File: src/rtl/pprt_ram.sv
module pprt_ram #(
  parameter int WIDTH = 8,
  parameter int DEPTH = 16
) (
  input  logic                                     clk,
  input  logic                                     we,
  input  logic [(DEPTH > 1 ? $clog2(DEPTH) : 1)-1:0] waddr,
  input  logic [WIDTH-1:0]                         wdata,
  input  logic                                     re,
  input  logic [(DEPTH > 1 ? $clog2(DEPTH) : 1)-1:0] raddr,
  output logic [WIDTH-1:0]                         rdata
);

  logic [WIDTH-1:0] mem [DEPTH];

  always_ff @(posedge clk) begin
    if (we) begin
      mem[waddr] <= wdata;
    end
    if (re) begin
      rdata <= mem[raddr];
    end
  end

endmodule

File: config.mk
export PLATFORM = sky130hd
export DESIGN_NAME = pprt_ram
export DESIGN_NICKNAME = d
export VERILOG_FILES = /design/src/rtl/pprt_ram.sv
export SDC_FILE = /design/constraint.sdc
export NUM_CORES = 1
export LEC_CHECK = 0
export BUFFER_PORTS_ARGS = -buffer_cell sky130_fd_sc_hd__buf_2
export CAP_MARGIN = 10
export CORE_MARGIN = 2
export CORE_UTILIZATION = 55
export CTS_BUF_LIST = sky130_fd_sc_hd__clkbuf_4
export DETAILED_ROUTE_END_ITERATION = 16
export GPL_TIMING_DRIVEN = 0
export PLACE_DENSITY = 0.73
export SETUP_SLACK_MARGIN = 0.5
export SLEW_MARGIN = 20
export SYNTH_ARGS = -nofsm -noshare
export SYNTH_HDL_FRONTEND = slang
export SYNTH_SLANG_ARGS = --single-unit
File: constraint.sdc
create_clock -name clk -period 2.8 [get_ports clk]
set_input_delay 0.28 -clock clk [delete_from_list [all_inputs] [get_ports clk]]
set_output_delay 0.28 -clock clk [all_outputs]
set_load 0.05 [all_outputs]
Yosys cells after proc, flatten, opt, wreduce, memory -nomap -nowiden
Memories as Yosys holds them, arrays and structs flattened. A register that Yosys moved wholly into a read port is not among the register bits.
Index checks and enable logic that the tools add are counted.

storage, ports and cells
  bits in writable memories = 128
  bits of input ports = 19
  memories kept = 1
  bits in registers = 0
  logic and storage cells = 3

operators by class
  mux-type cells = 2

memories
  memory  words  bits a word  read ports  clocked after memory_dff  wr ports  RTL line  text
  mem     16     8            1           1                         1         14        logic [WIDTH-1:0] mem [DEPTH];

operator list
  operator  count
  $mux 1    2

Logic depth before layout (Yosys ltp)
Gate-level depths: netlist (run 1).

  word-level depth = 2
  gate-level depth with buffers = 5
  mapped depth without buffers = 3

Worst setup path before layout (run 1)
Ideal clock, no wire load.

  path type = input-to-reg
  start point = input port waddr[2] in the netlist's numbering
  end point = memory mem[0][0] (enable)
  cell stages on the path = 2
  buffers on the path = 0
  required time = 2.417 ns
  arrival = 1.390 ns
  setup slack = 1.027 ns
  cell sequence = or3b_2 -> nor3_1

RTL lines
  item                RTL line  text
  start: declaration  7         input logic [(DEPTH > 1 ? $clog2(DEPTH) : 1)-1:0] waddr,
  end: declaration    14

Straight into the memory's write port.

==> results of run 1 <==
[metrics by stage]
stage          cell area, µm²  hold slack (ns)  util (%)
2_1_floorplan            5228           0.3789         -
3_5_place_dp             5534           0.6234     59.89
5_1_grt                  5839          0.06183     63.20
6_report                 5839          0.08443     63.20
3_3_place_gp             5514           0.6184     59.68
4_1_cts                  5839          0.06643     63.20
[path summary, 6_finish.rpt]
path,from,endpoint,slack [ns],cells past startpoint
worst max register to register,mem[5][0]$_DFFE_PP_,rdata[0]$_DFFE_PP_,1.17,3
worst max-delay path,mem[5][0]$_DFFE_PP_,rdata[0]$_DFFE_PP_,1.17,3
worst min register to register,mem[11][1]$_DFFE_PP_,rdata[1]$_DFFE_PP_,0.78,3
worst min-delay path,re,rdata[4]$_DFFE_PP_,0.08,1
[synth_stat cells]
cell type	n
nor2_1	13
clkdlybuf4s25_2	3
mux4_2	18
nand3b_1	2
nand3_1	1
nor2b_1	1
buf_2	3
buf_6	3
and2_1	1
nand2b_1	2
buf_4	1
nor3_1	4
edfxtp_1	136
nand2_1	9
or3b_2	1
mux4_1	14
and2b_1	1
a22oi_1	16
[logic make-up after synthesis]
family                 after synthesis  synth area share [%]
flip-flops                         136                 78.12
multiplexers                        32                 14.79
AO/OA/AOI/OAI                       16                 2.298
AND/OR/NAND/NOR                     35                 3.136
buffers and inverters               10                 1.651
[power by group through the flow]
stage	registers, mW	clock network [mW]	logic [mW]
2_1_floorplan	2.38	0	0.116
4_1_cts	2.30	1.35	0.248
6_report	2.30	1.32	0.246
3_5_place_dp	2.35	0	0.247
3_3_place_gp	2.34	0	0.241
5_1_grt	2.30	1.43	0.264
[flip-flops by register name, indices dropped and copies added, names as in the netlist]
name and count:
mem 128, rdata 8
[worst max-delay path: cells and delay by family, from the launching register on]
family	cells	cell delay (ns)
compound gates	1	0.31
flops	1	0.38
mux	1	0.58
simple gates	1	0.12
[layout make-up]
cell class,instances,area [µm²],share of cell area [%]
flip-flops and latches,136,4084,69.94
multi-input cells,83,1077,18.45
clock inverters,15,177.7,3.043
well taps,129,161.4,2.764
clock buffers,17,127.6,2.186
repair buffers,25,125.1,2.143
plain buffers,10,86.33,1.478
[placed cells by master (no fill, tap or decap)]
cell and count:
nand3b_1 2, bufinv_16 3, mux4_2 18, buf_4 1
and2b_1 1, nor3_2 4, clkbuf_4 17, clkinv_4 2
and2_1 1, buf_6 3, nor2b_1 1, nor2_1 13
clkinv_2 3, clkdlybuf4s25_2 3, inv_6 2, buf_2 28
nand2_1 9, nand3_1 1, edfxtp_1 136, clkinvlp_4 5
mux4_1 14, or3b_2 1, nand2b_1 2, a22oi_1 16
[metal layers]
| metal | up-vias | track usage, % | part of all wire (%) | wire length, µm |
|---|---|---|---|---|
| li1 | 1071 | - | - | - |
| met4 | 0 | 5.301 | 1.2 | 114 |
| met1 | 1205 | 28.83 | 42 | 3900 |
| met5 | - | 0 | 0 | 0 |
| met2 | 120 | 30.51 | 49 | 4547 |
| met3 | 14 | 6.349 | 8.3 | 770 |
==> impl_metrics.toml, run 1 <==
[timing]
tightest_slew_ns = 0.8306
finalHoldViolCount = 0
drv_slew = 0
layout_min_cycle_time_ns = 1.630
fin_skew_ns = 0.008743
max_freq_ghz = 0.6136
slew_headroom_pct = 44.42
rsz0062_at_grt = "no"
fin_setup_tns_ns = 0
finalCritPeriodShare_pct = 58.21
fin_ws_ns = 1.170
setup_viol = 0

[setup_path]
crit_chain = "mux4_1 -> a22oi_1 -> nand2_1"
worst_setup_path_end_kind = "flip-flop"
max_stage_delay_ns = 0.58
cp_data_required_time_ns = 3.07
worst_path_max_delay_cell = "mux4_1"
worst-setup-path-type = "reg -> reg"
cp.arrival_ns = 1.90
critPathLaunchType = "flip-flop"
crit_path_max_fanout = 1

[power_and_ir_drop]
cellPowerDensity_mw_per_mm2 = 662.9
internal_power_mw = 2.999
p_seq_share_pct = 59.4
ir_drop_v = 0.0003147
leakage_nw = 1.909
p_sw_mw = 0.8719
clkPwrFrac_pct = 34.2
total_power_mw = 3.871
p_comb_share_pct = 6.4
sw_frac_of_total_pct = 22.52

[floorplanning]
core_area_mm2 = 0.009240
die_y_um = 101.5
die_w_um = 101.5
dieArea_mm2 = 0.01030
io_pins = 27
start_util_pct = 56.57
rows = 35

[synthesis]
synthCells = 229
yosysWarnings = 0
synth_cell_types = 18
avgSynthCellArea_um2 = 22.83
synth_top_area_cell = "edfxtp_1"
synth_seq_area_share_pct = 78.12
synth_nets = 248
netlist.area_leader.share_pct = 78.12
synth.area.top_cells = "edfxtp_1 (78%), mux4_2 (7.8%), mux4_1 (7.0%), a22oi_1 (2.3%), nor2_1 (0.93%)"
ys_ff_latch = 136
syn_area_mm2 = 0.005228

[placed_design]
io_buffers = 25
numPlacedInstances = 383
dp_slack_ns = 0.8524
gp_congestion = 0.7182
dp_hpwl_um = 5944

[clocking]
ctsHtreeMaxLevel = 4
cts-root-buf = "clkbuf_4"
clk_latency_ns = 0.52
clock_sinks = 136
cts_hold_buf = 0
clkTransAtPathRegs_ns = 0.11
cts-resized-gates = 0
cts_setup_buffers = 0
numCtsBuffers = 17
cts_tree = "done"
clk_path_buf_depth = 2

[routing]
drt-vias-per-instance = 5.807
wire_per_inst_um = 22.49
vias = 2410
drc = 0
postRouteAntennaNets = 0
drt-total-wl_um = 9332
detailedRoute.firstIterationViolations = 228
drt-pass1-iter-count = 5

[status]
status = "finished, final reports clean"

[global_route]
grt_start_max_net_pins = 17
grt_pass1_vias = 2396
grt_usage_pct = 20.05
grt_first_pass_wirelength_um = 13960
grt_overflow = 0
antenna_found_initial = 0

[run]
maxCapViolations = 0

[final_layout]
layout-drive-gt1-share_pct = 31.47
nets = 292
antenna-diode-count = 0
n_fill_cell = 603
synthToLayoutAreaGrowth_pct = 11.70
fin_cells = 415

[min_path]
holdCritPathClass = "in -> reg"
No activity file was read; power rests on OpenSTA's default activity.
==> run 2: changes to the inputs <==
==> constraint.sdc (replaced) <==
create_clock -name clk -period 1.55 [get_ports clk]
set_input_delay 0.155 -clock clk [delete_from_list [all_inputs] [get_ports clk]]
set_output_delay 0.155 -clock clk [all_outputs]
set_load 0.05 [all_outputs]
==> impl_metrics.toml, run 2 (synthesized netlist as in run 1, its figures left out) <==
[final_layout]
final_cell_mix = "edfxtp_1 (136), mux4_2 (32), buf_2 (20)"
n_fill_cell = 595
synthToLayoutAreaGrowth_pct = 15.73
layout_commonest_cell = "edfxtp_1"
antenna-diode-count = 0
fin_cells = 422
largest_register = "mem"
nets = 299
top_regs = "mem: 128 flops, rdata: 8 flops"
layout-drive-gt1-share_pct = 40.96
seqCellArea_mm2 = 0.004084
largest_reg_flops = 128
utilization_pct = 65.47
multi_input_area_mm2 = 0.001146

[power_and_ir_drop]
internal_power_mw = 5.467
cellPowerDensity_mw_per_mm2 = 1160
clkPwrFrac_pct = 33.2
ir_drop_v = 0.0006096
p_comb_share_pct = 7.6
p_sw_mw = 1.550
sw_frac_of_total_pct = 22.09
p_seq_share_pct = 59.3
leakage_nw = 1.913

[floorplanning]
rows = 35
dieArea_mm2 = 0.01030
die_y_um = 101.5
die_w_um = 101.5
io_pins = 27
core_area_mm2 = 0.009240
start_util_pct = 56.57

[timing]
drv_slew = 0
rsz0062_at_grt = "yes"
setup_viol = 0
finalCritPeriodShare_pct = 95.84
slew_headroom_pct = 50.07
hold_ws_ns = 0.03892
layout_min_cycle_time_ns = 1.486
fin_skew_ns = 0.01454
finalHoldViolCount = 0
max_freq_ghz = 0.6732
tightest_slew_ns = 0.7462

[clocking]
clk_latency_ns = 0.51
clkTransAtPathRegs_ns = 0.12
cts-root-buf = "clkbuf_4"
cts_tree = "done"
ctsHtreeMaxLevel = 4
cts_setup_buffers = 0
clk_path_buf_depth = 2
numCtsBuffers = 17
clock_sinks = 136

[placed_design]
io_buffers = 25
numPlacedInstances = 383
gp_congestion = 0.7035
dp_hpwl_um = 6056

[setup_path]
critPathLaunchType = "flip-flop"
rrSetupSlack_ns = 0.06
cp_data_required_time_ns = 1.82
cp.arrival_ns = 1.76
max_stage_delay_ns = 0.47
worst_setup_path_end_kind = "flip-flop"
worst-setup-path-type = "reg -> reg"
reg2reg_depth = 3
cp_top_family = "multiplexers"
crit_path_max_fanout = 1
crit_chain = "mux4_2 -> a22oi_1 -> nand2_1"
critPathBufInv = 0
r2r_end = "rdata[2]$_DFFE_PP_"
worst_path_max_delay_cell = "mux4_2"
reg2reg_from = "mem[3][2]$_DFFE_PP_"

[global_route]
grt_first_pass_wirelength_um = 14300
grt_start_max_net_pins = 17
grt_overflow = 0
grt_pass1_vias = 2507
grt_usage_pct = 20.60
antenna_found_initial = 0

[routing]
wire_per_inst_um = 22.23
drt-total-wl_um = 9381
postRouteAntennaNets = 0
drc = 0
drt-pass1-iter-count = 4
drt-vias-per-instance = 5.768
vias = 2434
detailedRoute.firstIterationViolations = 213

[min_path]
hold_start = "wdata[2]"
holdCritPathClass = "in -> reg"
holdPathEnd = "mem[0][2]$_DFFE_PP_"
min_path_cells = 1

[run]
maxCapViolations = 0

[status]
status = "finished, final reports clean"
[run 2: cell count changes in the layout (fill, tap and decap cells not counted), moves of 7 or more]
cell,before,now
mux4_1,14,0
a22oi_1,16,9
nor2_1,13,1
nor2_4,0,7
a22oi_2,0,7
buf_2,28,20
mux4_2,18,32
dlygate4sd3_1,0,7
[run 2: power groups by stage]
stage	sequential, mW	clock, mW	combinational, mW
6_report	4.16	2.33	0.530
5_1_grt	4.17	2.51	0.567
4_1_cts	4.16	2.37	0.529
3_5_place_dp	4.24	0	0.485
3_3_place_gp	4.23	0	0.473
2_1_floorplan	4.30	0	0.244
[run 2: worst max-delay path by stage]
stage / to / from / slack [ns] / depth (start not counted)
floorplan: rdata[1]$_DFFE_PP_ / raddr[0] / 0.19 / 5
global placement: mem[15][0]$_DFFE_PP_ / waddr[0] / -0.14 / 3
detailed placement: mem[15][3]$_DFFE_PP_ / waddr[0] / -0.19 / 3
CTS: rdata[0]$_DFFE_PP_ / mem[3][0]$_DFFE_PP_ / 0.10 / 3
global route: rdata[0]$_DFFE_PP_ / mem[3][0]$_DFFE_PP_ / 0.02 / 3
finish: rdata[2]$_DFFE_PP_ / mem[3][2]$_DFFE_PP_ / 0.06 / 3
[run 2: metal layers]
layer	vias to the layer above	part of all wire, %	global-route usage (%)
met5	-	0	0
met4	0	2.0	9.356
met3	19	4.7	4.969
met2	80	49	30.77
met1	1258	45	29.47
li1	1077	-	-
[run 2: timing repair]
| action | CTS | global route |
|---|---|---|
| hold buffers | 7 | 0 |
| resized for setup | 23 | 2 |
| endpoints found under the hold margin | 50 | 0 |
| cloned | 0 | 0 |
| pin swaps | 6 | 4 |
| setup endpoints to repair | 24 | 24 |
[run 2: metrics by stage]
step                setup TNS (ns)  setup slack (ns)  instance area, µm²  total power, mW
global placement            -1.775           -0.1410                5603            4.706
floorplan                        0            0.1946                5316            4.544
detailed placement          -2.296           -0.1926                5603            4.724
CTS                              0            0.1027                6040            7.055
global route                     0           0.01931                6050            7.240
finish                           0           0.06449                6050            7.017
[run 2: layout make-up]
cell class,count,share of cell area [%]
clock buffers,18,2.234
clock inverters,14,2.606
plain buffers,10,1.986
flip-flops and latches,136,67.51
multi-input cells,83,18.95
repair buffers,32,4.054
well taps,129,2.668
